File: src/hw/rtl/mm3_pkg.sv
// mm3_pkg: shared types and constants for the murmur3-32 stream hash unit
// used by mm3_cfg, mm3_ctrl, mm3_dp and the top level; no dependencies
`timescale 1ns / 1ps

package mm3_pkg;

  localparam logic [31:0] SEED_RESET = 32'hFEED_FACE;
  localparam logic [31:0] MIX_C1     = 32'hcc9e_2d51;
  localparam logic [31:0] MIX_C2     = 32'h1b87_3593;
  localparam logic [31:0] MIX_N1     = 32'he654_6b64;
  localparam logic [31:0] FIN_F1     = 32'h85eb_ca6b;
  localparam logic [31:0] FIN_F2     = 32'hc2b2_ae35;

  // configuration register indexes
  localparam logic REG_SEED = 1'b0;
  localparam logic REG_MODE = 1'b1;

  typedef enum logic [2:0] {
    ST_IDLE,
    ST_KEY2,
    ST_UPDATE,
    ST_FIN1,
    ST_FIN2,
    ST_EMIT
  } state_t;

  // commands from controller to datapath
  typedef struct packed {
    logic load_item;
    logic key_mix2;
    logic update;
    logic fin1;
    logic fin2;
    logic emit;
  } dp_cmd_t;

  // status from datapath to controller
  typedef struct packed {
    logic full_word;
    logic empty_tail;
    logic last_word;
  } dp_status_t;

endpackage

File: src/hw/rtl/mm3_cfg.sv
// mm3_cfg: apb-style configuration registers (seed, word count mode)
// depends on mm3_pkg
`timescale 1ns / 1ps

module mm3_cfg (
  input  logic        clk,
  input  logic        rst_n,
  input  logic        psel,
  input  logic        penable,
  input  logic        pwrite,
  input  logic [2:0]  paddr,
  input  logic [31:0] pwdata,
  output logic [31:0] prdata,
  output logic [31:0] seed,
  output logic        word_count_mode,
  output logic        seed_wr
);

  logic [31:0] seed_r, seed_nxt;
  logic        mode_r, mode_nxt;
  logic        wr_en;
  logic        reg_idx;

  assign wr_en   = psel & penable & pwrite;
  assign reg_idx = paddr[2];
  assign seed_wr = wr_en & (reg_idx == mm3_pkg::REG_SEED);

  always_comb begin
    seed_nxt = seed_r;
    mode_nxt = mode_r;
    if (wr_en) begin
      unique case (reg_idx)
        mm3_pkg::REG_SEED: seed_nxt = pwdata;
        mm3_pkg::REG_MODE: mode_nxt = pwdata[0];
        default: ;
      endcase
    end
  end

  always_ff @(posedge clk) begin
    if (!rst_n) begin
      seed_r <= mm3_pkg::SEED_RESET;
      mode_r <= 1'b0;
    end else begin
      seed_r <= seed_nxt;
      mode_r <= mode_nxt;
    end
  end

  always_comb begin
    unique case (reg_idx)
      mm3_pkg::REG_SEED: prdata = seed_r;
      mm3_pkg::REG_MODE: prdata = {31'd0, mode_r};
      default:           prdata = 32'd0;
    endcase
  end

  // seed in force after this edge, so a seed write reloads the hash with the new value
  assign seed            = seed_nxt;
  assign word_count_mode = mode_r;

endmodule

File: src/hw/rtl/mm3_ctrl.sv
// mm3_ctrl: sequencing state machine for the murmur3-32 stream hash unit
// depends on mm3_pkg; drives commands into mm3_dp
`timescale 1ns / 1ps

module mm3_ctrl (
  input  logic                clk,
  input  logic                rst_n,
  input  logic                in_valid,
  output logic                in_ready,
  output logic                out_valid,
  input  logic                out_ready,
  input  mm3_pkg::dp_status_t status,
  output mm3_pkg::dp_cmd_t    cmd
);

  mm3_pkg::state_t state_r, state_nxt;
  logic            out_valid_r, out_valid_nxt;
  logic            slot_free;

  assign slot_free = ~out_valid_r | out_ready;

  always_ff @(posedge clk) begin
    if (!rst_n) begin
      state_r     <= mm3_pkg::ST_IDLE;
      out_valid_r <= 1'b0;
    end else begin
      state_r     <= state_nxt;
      out_valid_r <= out_valid_nxt;
    end
  end

  always_comb begin
    state_nxt     = state_r;
    cmd           = '0;
    in_ready      = 1'b0;
    out_valid_nxt = out_valid_r & ~out_ready;
    unique case (state_r)
      mm3_pkg::ST_IDLE: begin
        in_ready = 1'b1;
        if (in_valid) begin
          cmd.load_item = 1'b1;
          state_nxt     = mm3_pkg::ST_KEY2;
        end
      end
      mm3_pkg::ST_KEY2: begin
        // empty tail goes straight to finalization
        if (status.empty_tail) begin
          state_nxt = mm3_pkg::ST_FIN1;
        end else begin
          cmd.key_mix2 = 1'b1;
          state_nxt    = mm3_pkg::ST_UPDATE;
        end
      end
      mm3_pkg::ST_UPDATE: begin
        cmd.update = 1'b1;
        if (status.full_word && !status.last_word) state_nxt = mm3_pkg::ST_IDLE;
        else                                       state_nxt = mm3_pkg::ST_FIN1;
      end
      mm3_pkg::ST_FIN1: begin
        cmd.fin1  = 1'b1;
        state_nxt = mm3_pkg::ST_FIN2;
      end
      mm3_pkg::ST_FIN2: begin
        cmd.fin2  = 1'b1;
        state_nxt = mm3_pkg::ST_EMIT;
      end
      mm3_pkg::ST_EMIT: begin
        // hold until the output register is free
        if (slot_free) begin
          cmd.emit      = 1'b1;
          out_valid_nxt = 1'b1;
          state_nxt     = mm3_pkg::ST_IDLE;
        end
      end
      default: state_nxt = mm3_pkg::ST_IDLE;
    endcase
  end

  assign out_valid = out_valid_r;

endmodule

File: src/hw/rtl/mm3_dp.sv
// mm3_dp: murmur3-32 datapath with one shared 32x32 multiplier
// depends on mm3_pkg; commanded by mm3_ctrl
`timescale 1ns / 1ps

module mm3_dp (
  input  logic                clk,
  input  logic                rst_n,
  input  mm3_pkg::dp_cmd_t    cmd,
  output mm3_pkg::dp_status_t status,
  input  logic [31:0]         in_data_word,
  input  logic [2:0]          in_byte_count,
  input  logic                in_last_word,
  input  logic [31:0]         seed,
  input  logic                word_count_mode,
  input  logic                seed_wr,
  output logic [31:0]         hash_value
);

  logic [31:0] hash_r, hash_nxt;
  logic [31:0] len_r, len_nxt;
  logic [31:0] key_r, key_nxt;
  logic [31:0] fin_r, fin_nxt;
  logic [31:0] out_r, out_nxt;
  logic [2:0]  bc_r, bc_nxt;
  logic        last_r, last_nxt;

  logic [31:0] mul_a, mul_b, mul_p;
  logic [31:0] in_masked;
  logic [31:0] mixed, rot13, fin_in;
  logic        full_word;

  // full word for counts of four and above
  assign full_word = bc_r[2];

  always_comb begin
    unique case (in_byte_count)
      3'd1:    in_masked = {24'd0, in_data_word[7:0]};
      3'd2:    in_masked = {16'd0, in_data_word[15:0]};
      3'd3:    in_masked = {8'd0, in_data_word[23:0]};
      3'd0:    in_masked = 32'd0;
      default: in_masked = in_data_word;
    endcase
  end

  assign mixed  = hash_r ^ key_r;
  assign rot13  = {mixed[18:0], mixed[31:19]};
  assign fin_in = (word_count_mode && len_r[1:0] == 2'b00) ?
                  (hash_r ^ {2'b00, len_r[31:2]}) : (hash_r ^ len_r);

  // shared multiplier, operands chosen by the active command
  always_comb begin
    mul_a = 32'd0;
    mul_b = 32'd0;
    priority if (cmd.load_item) begin
      mul_a = in_masked;
      mul_b = mm3_pkg::MIX_C1;
    end else if (cmd.key_mix2) begin
      mul_a = {key_r[16:0], key_r[31:17]};
      mul_b = mm3_pkg::MIX_C2;
    end else if (cmd.fin1) begin
      mul_a = fin_in ^ {16'd0, fin_in[31:16]};
      mul_b = mm3_pkg::FIN_F1;
    end else if (cmd.fin2) begin
      mul_a = fin_r ^ {13'd0, fin_r[31:13]};
      mul_b = mm3_pkg::FIN_F2;
    end else begin
      mul_a = 32'd0;
    end
  end

  assign mul_p = mul_a * mul_b;

  always_comb begin
    hash_nxt = hash_r;
    len_nxt  = len_r;
    key_nxt  = key_r;
    fin_nxt  = fin_r;
    out_nxt  = out_r;
    bc_nxt   = bc_r;
    last_nxt = last_r;
    if (cmd.load_item) begin
      key_nxt  = mul_p;
      bc_nxt   = in_byte_count;
      last_nxt = in_last_word;
    end
    if (cmd.key_mix2) key_nxt = mul_p;
    if (cmd.update) begin
      if (full_word) begin
        hash_nxt = {rot13[29:0], 2'b00} + rot13 + mm3_pkg::MIX_N1;
        len_nxt  = len_r + 32'd4;
      end else begin
        hash_nxt = mixed;
        len_nxt  = len_r + {30'd0, bc_r[1:0]};
      end
    end
    if (cmd.fin1 || cmd.fin2) fin_nxt = mul_p;
    if (cmd.emit) begin
      out_nxt = fin_r ^ {16'd0, fin_r[31:16]};
    end
    // new message starts from the seed
    if (cmd.emit || seed_wr) begin
      hash_nxt = seed;
      len_nxt  = 32'd0;
    end
  end

  always_ff @(posedge clk) begin
    if (!rst_n) begin
      hash_r <= mm3_pkg::SEED_RESET;
      len_r  <= 32'd0;
    end else begin
      hash_r <= hash_nxt;
      len_r  <= len_nxt;
    end
  end

  always_ff @(posedge clk) begin
    key_r  <= key_nxt;
    fin_r  <= fin_nxt;
    out_r  <= out_nxt;
    bc_r   <= bc_nxt;
    last_r <= last_nxt;
  end

  assign status.full_word  = full_word;
  assign status.empty_tail = (bc_r == 3'd0);
  assign status.last_word  = last_r;
  assign hash_value        = out_r;

endmodule

File: src/hw/rtl/murmur3_32_stream_hash_unit.sv
// murmur3_32_stream_hash_unit: top level of the streaming murmur3-32 hasher
// depends on mm3_pkg, mm3_cfg, mm3_ctrl and mm3_dp
`timescale 1ns / 1ps

// usage:
//   in_*  : one little-endian message word per transaction with its byte
//           count (0..4, above 4 counts as 4) and a last-word flag; a count
//           below 4 always ends the message
//   out_* : one finalized 32-bit hash per completed message
//   cfg_* : apb-style port, seed at 0x0, word count mode at 0x4; writing the
//           seed restarts the running hash and length from the new seed
// the single shared multiplier runs the two key-mix and two finalizer
// products one after another, so message words are taken one at a time:
//   full non-final word  : key mix and update, then the next acceptance
//   final word           : key mix, update, finalizer and emit (which waits
//                          for a free output register), then the next word
//   empty tail           : finalizer and emit, skipping second key mix and update
// a finished hash waits in the output register while the next message
// already streams in; only a second hash waits for out_ready to free it
// reset loads the seed with 0xfeedface, clears the mode and the length,
// and leaves the output channel empty

module murmur3_32_stream_hash_unit (
  input  logic        clk,
  input  logic        rst_n,
  input  logic        in_valid,
  output logic        in_ready,
  input  logic [31:0] in_data_word,
  input  logic [2:0]  in_byte_count,
  input  logic        in_last_word,
  output logic        out_valid,
  input  logic        out_ready,
  output logic [31:0] out_hash_value,
  input  logic        cfg_psel,
  input  logic        cfg_penable,
  input  logic        cfg_pwrite,
  input  logic [2:0]  cfg_paddr,
  input  logic [31:0] cfg_pwdata,
  output logic [31:0] cfg_prdata,
  output logic        cfg_pready
);

  mm3_pkg::dp_cmd_t    cmd;
  mm3_pkg::dp_status_t status;
  logic [31:0]         seed;
  logic                word_count_mode;
  logic                seed_wr;

  assign cfg_pready = 1'b1;

  mm3_cfg u_cfg (
    .clk             (clk),
    .rst_n           (rst_n),
    .psel            (cfg_psel),
    .penable         (cfg_penable),
    .pwrite          (cfg_pwrite),
    .paddr           (cfg_paddr),
    .pwdata          (cfg_pwdata),
    .prdata          (cfg_prdata),
    .seed            (seed),
    .word_count_mode (word_count_mode),
    .seed_wr         (seed_wr)
  );

  mm3_ctrl u_ctrl (
    .clk       (clk),
    .rst_n     (rst_n),
    .in_valid  (in_valid),
    .in_ready  (in_ready),
    .out_valid (out_valid),
    .out_ready (out_ready),
    .status    (status),
    .cmd       (cmd)
  );

  mm3_dp u_dp (
    .clk             (clk),
    .rst_n           (rst_n),
    .cmd             (cmd),
    .status          (status),
    .in_data_word    (in_data_word),
    .in_byte_count   (in_byte_count),
    .in_last_word    (in_last_word),
    .seed            (seed),
    .word_count_mode (word_count_mode),
    .seed_wr         (seed_wr),
    .hash_value      (out_hash_value)
  );

endmodule
File: config.mk
export PLATFORM = sky130hd
export DESIGN_NAME = murmur3_32_stream_hash_unit
export DESIGN_NICKNAME = d
export VERILOG_FILES = /design/src/hw/rtl/mm3_pkg.sv /design/src/hw/rtl/mm3_cfg.sv /design/src/hw/rtl/mm3_ctrl.sv /design/src/hw/rtl/mm3_dp.sv /design/src/hw/rtl/murmur3_32_stream_hash_unit.sv
export SDC_FILE = /design/constraint.sdc
export NUM_CORES = 2
export LEC_CHECK = 0
export BUFFER_PORTS_ARGS = -buffer_cell sky130_fd_sc_hd__buf_2
export CORE_ASPECT_RATIO = 1.75
export CORE_MARGIN = 1
export CORE_UTILIZATION = 60
export DETAILED_ROUTE_END_ITERATION = 8
export PLACE_DENSITY_LB_ADDON = 0.2
export SYNTH_ARGS = -nofsm -noshare
export SYNTH_HDL_FRONTEND = slang
export SYNTH_HIERARCHICAL = 1
export SYNTH_SLANG_ARGS = --single-unit
File: constraint.sdc
create_clock -name clk -period 16.5 [get_ports clk]
set_clock_uncertainty 0.05 [all_clocks]
set_input_delay 3.3 -clock clk [delete_from_list [all_inputs] [get_ports clk]]
set_output_delay 3.3 -clock clk [all_outputs]
set_load 0.1 [all_outputs]
# == Yosys cells after proc, flatten, opt, wreduce, memory -nomap -nowiden ==
# Index checks and enable logic that the tools add are counted.
# Widths: inputs -> output; s select.
# totals
register_bits,201
input_bits,78
out_inout_bits,67
wordCells,91
# classes
n_addsub,4
multipliers,1
eq_ne,10
mux,36
n_bitwise,15
n_reduce_logical,14
# ops
op,count
$mux 32,17
$pmux 32 s4,1
$pmux 32 s2,1
$xor 32x16->32,2
$xor 32x32->32,2
$add 32x2->32,1
$add 32x3->32 const B,1
$add 32x32->32,1
$add 32x32->32 const B,1
$mul 32x32->32,1
$xor 32x19->32,1
$xor 32x30->32,1
$pmux 3 s6,1
$mux 1,13
$eq 3x2->1 const B,4
$logic_not 3->1,3
$eq 3x1->1 const B,2
$eq 3x3->1 const B,2
$mux 3,2
$and 1x1->1,4
$not 1->1,4
$reduce_and 2->1,2
$reduce_bool 2->1,2
$logic_and 1x1->1,2
other kinds (8),9

# == Logic depth before layout (Yosys ltp) ==
# depth
depth_word,10
mapped_depth,41
depth_no_buf,35

# == Modules after synthesis ==
# The synthesis kept the hierarchy.
# by_module_without_submodules
module,n_inst,cells_each,area_each_um2,seq_area_each_um2
mm3_dp,1,2759,25279.2,4284.1
mm3_cfg,1,214,2153.3,660.6
mm3_ctrl,1,29,259.0,80.1
murmur3_32_stream_hash_unit,1,2,11.3,0.0

# == Worst setup path after synthesis ==
# No wires, ideal clock.
# synth_timing
path_type,input to register
from,input in_valid
to,register u_dp.fin_r[31] (data pin)
setup_ns,0.264
t_arrival_ns,11.613
t_required_ns,16.186
path_slack_ns,4.573
path_stages,30
path_buffers,4
path_cell_list,and2_1 -> buf_2 -> nor2_1 -> inv_2 -> clkbuf_1 -> clkbuf_1 -> buf_1 -> nand2_1 -> fa_1 -> inv_1 -> fa_1 -> fa_1 -> inv_1 -> fa_1 -> fa_1 -> fa_1 -> fa_1 -> inv_1 -> fa_1 -> xor2_1 -> xnor2_1 -> xnor2_1 -> xnor2_1 -> xnor2_1 -> xnor2_1 -> xnor2_1 -> xnor2_1 -> xnor3_1 -> xnor2_1 -> xnor2_1
# synth_between
elab_chain_len,4
elab_cells_between_ends,5
cone_classes,1 x mul; 4 x mux
# synth_rtl
element,line,text
from (decl),murmur3_32_stream_hash_unit.sv:26,"input logic in_valid,"
$mux 1 (*),mm3_ctrl.sv:40,if (in_valid) begin
$mux 1 (*),mm3_ctrl.sv:37,unique case (state_r)
$mux 32,mm3_dp.sv:54,priority if (cmd.load_item) begin
$mul 32x32->32 (*),mm3_dp.sv:71,assign mul_p = mul_a * mul_b;
to (signal assigned),mm3_dp.sv:119,fin_r <= fin_nxt;
to (decl),mm3_dp.sv:22,"logic [31:0] fin_r, fin_nxt;"
# Every way passes the cells marked *; elsewhere a longest branch is shown, timed or not.
# A chain may end at the register's enable or synchronous reset.

==> summary.md <==
| Metric | Value |
|---|---|
| Outcome | `finished, violations left` |
| Failing checks | `capacitance limit, slew limit` |
| Slew @ Worst Pin | `between 1.5 and 2 ns` |
| Number of flops mapped to enable cells by yosys | `100` |
| GRT Util Overall | `0.515` |
| Slowest cell on crit path | `a311oi_1` |
| Sink Count | `201` |
| DRC | `0` |
| Gr ovfl total | `0` |
| # hold bufs at CTS | `0` |
| Post-cts gate resize count | `0` |
| CP endpoint kind | `register` |
| Synthesis-stage register bit count | `roughly 200` |
| Root buf cell | `clkbuf_16` |
| First-pass GRT wire length | `168,000 µm` |
| Post-CTS Setup Inserts | `0` |
| Final period utilization | `0.826` |
| Reg2Reg Setup Slack | `4.62 ns` |
| Startpoint Class | `primary input` |
| Ys flop type | `dfxtp_1` |
| Crit Path Class | `in2reg` |
| Unrepaired setup endpoints after global routing | `no` |
| Synth top area share | `0.289` |
| Cells after Synth | `3,004` |
| Die width | `about 160 µm` |
| # fillers | `3,765` |
| Clock Latency Late Sink | `about 0.53 ns` |
| Core Area | `approximately 0.045 mm²` |
| Max-Slew Margin vs Limit | `-0.0157` |
| Number of global-route vias before repair | `24,900` |
| F_max | `0.0733 GHz` |
| Initial antenna violation count | `5` |
| RePlAce Congestion | `1.05` |
| Synth area leader | `fa_1` |
| CP max FO | `43` |
| Hold slack | `0.424 ns` |
| Detailed Route Iter0 Violations | `2,520` |
| FF+latch area | `about 0.005 mm²` |
| I/O pin count | `145` |
| End of the worst hold path | `u_cfg/seed_r[8]` |
| Port buffer count | `between 100 and 150` |
| Via density | `6.36` |
| Rows | `103` |
| Final setup vio count | `0` |
| Final-stage net count | `3,754` |
| Most used cell, CP | `fa_1` |
| Maximum number of pins on one net before global-route repair | `101` |
| Distinct cells, synth | `92` |
| Final Critical Period | `around 14 ns` |
| H-tree depth | `1` |
| Vias | `23,400` |
| Worst hold start | `u_cfg/seed_r[8]` |
| Top cells by area, synth | `fa_1, edfxtp_1, ha_1, inv_1, dfxtp_1` |
| Die height | `286 µm` |
| Syn Nets | `between 3,000 and 4,000` |
| Crit-path max cell delay | `about 0.9 ns` |
| P&R area growth vs syn | `6.61%` |
| CP Launch Point | `in_valid` |
| Placed Cells incl. Taps | `3,643` |
| Setup total negative slack | `0 ns` |
| Worst EP required | `16.70 ns` |
| Hpwl dp | `between 90,000 and 100,000 µm` |
| DR pass1 iterations | `7` |
| Worst hold stages | `2` |
| CTS tree | `done` |
| Die area | `0.0471 mm²` |
| Avg WL per Cell | `between 30 and 40 µm` |
| YS warnings | `6` |
| Post-DP Area | `0.0289 mm²` |
| Footprint of the multi-input gates | `~0.020 mm²` |
| Ys async rst share | `0` |
| Initial Util | `0.611` |
| Worst Path Arrival | `13.83 ns` |
| Max Cap Viol | `1` |
| Mapped Area | `0.0277 mm²` |
| Worst hold path type | `reg2reg` |
| Endpoints failing hold | `0` |
| Layout cell share with drive strength beyond 1 | `0.0940` |
| Routed wire length | `116,000 µm` |
| Terminus of the critical flop-to-flop path | `u_dp/fin_r[31]` |
| Sequential share of the synthesized area | `0.181` |
| DRT antenna net count | `0` |
| Count of non-filler cells in the finished layout | `3,678` |
| Post-Syn Area per Cell | `about 9.2 µm²` |
| Max Slew Vio Count | `3` |
| Design Area, Final | `around 0.030 mm²` |
| Worst flop-to-flop path startpoint | `u_cfg/word_count_mode` |
| Maximum clock path buffer count | `3` |
| CTS buffer count | `18` |
| Clk slew on worst S/H paths | `0.07 ns` |
| R2r worst-path depth | `33` |
cell type report:
cell class	count	area share
multi-input combinational	2073	0.673
tap	577	0.0244
inverter	619	0.0788
timing repair buffer	173	0.0320
clock buffer	20	0.0155
sequential	201	0.170
antenna	4	0.000339
clock inverter	11	0.00538
synth_stat cells (7+ instances only):
cell / instances
nor3_1: 21
buf_2: 9
or3_1: 10
and2_1: 11
clkbuf_1: 81
mux2_4: 27
ha_1: 190
a21oi_1: 119
buf_1: 7
nor2_1: 217
o211ai_1: 16
o21a_1: 18
mux2_2: 7
dfxtp_1: 101
nand2b_1: 28
inv_2: 16
a221oi_1: 28
a31oi_1: 12
nand3_1: 19
nor2b_1: 94
o21ai_0: 91
xor2_1: 109
fa_1: 400
o21bai_1: 14
nor3b_1: 9
and3_1: 10
or2_2: 9
a21o_1: 36
nand2_1: 241
nand4_1: 11
mux2i_1: 64
edfxtp_1: 100
o21ai_1: 29
inv_1: 602
xnor2_1: 128
a221o_1: 7
buf_4: 9
cell usage in the layout, fill, tap and decap left out, drive strengths merged, types with 8 or more instances in the layout:
cell type  instances
inv              620
fa               400
nand2            241
nor2             217
ha               190
buf              173
xnor2            131
o21ai            122
a21oi            121
xor2             110
dfxtp            101
edfxtp           100
nor2b             94
mux2i             65
a21o              36
mux2              34
a221oi            29
nand2b            28
nor3              22
clkbuf            20
nand3             19
o21a              18
o211ai            16
o21bai            14
a31oi             12
or2               12
nand4             11
and2              11
and3              11
nor3b             11
or3               10
a21boi             8
registers in the layout (all words and copies together) (netlist names):
| register | count |
|---|---|
| u_dp/len_r | 32 |
| u_dp/bc_r | 3 |
| u_ctrl/state_r | 3 |
| u_cfg/seed_r | 32 |
| u_ctrl/out_valid | 1 |
| u_dp/hash_value | 32 |
| u_dp/key_r | 32 |
| u_dp/fin_r | 32 |
| u_cfg/word_count_mode | 1 |
| u_dp/last_r | 1 |
| u_dp/hash_r | 32 |
metrics by stage:
stage	setup slack [ns]	utilization
2_1_floorplan	4.57	-
3_3_place_gp	3.06	0.637
3_5_place_dp	2.99	0.637
4_1_cts	3.45	0.651
5_1_grt	3.01	0.651
6_report	2.86	0.651
critical path: cells and delay by family:
| family | cells | cell delay (ns) |
|---|---|---|
| adders and majority gates | 9 | 4.62 |
| AOI/OAI and AO/OA | 8 | 2.27 |
| and+or+nand+nor | 5 | 1.78 |
| buffers and inverters | 9 | 1.61 |
| xor gates and xnor gates | 1 | 0.13 |
per-layer routing:
metal  track usage  share of wire  routed length [µm]  vias up
met1         0.477           0.28               32700    11200
met5       0.00740        0.00025                  29        -
met2         0.809           0.46               52700     1754
li1              -              -                   -     9650
met4         0.614           0.16               18500        4
met3         0.176           0.10               11900      772
how the worst max path moves through the flow:
stage	to	cells after the start	slack, ns
after floorplan	u_dp/fin_r[31]	30	4.57
after CTS	u_dp/fin_r[31]	32	3.45
after global placement	u_dp/fin_r[31]	32	3.06
after global routing	u_dp/fin_r[30]	32	3.01
after detailed placement	u_dp/fin_r[31]	32	2.99
final	u_dp/fin_r[31]	32	2.86
cells by family after synthesis:
logic type,after synthesis,synth area share
and+or+nand+nor,706,0.120
buffers and inverters,730,0.102
other,1,0.000135
xor gates and xnor gates,244,0.0798
adders and majority gates,590,0.375
DFF,201,0.181
muxes,99,0.0411
AOI/OAI and AO/OA,433,0.101
Power is not shown: default switching activity piles up to over one toggle a cycle in this logic, so the estimate is an artifact.
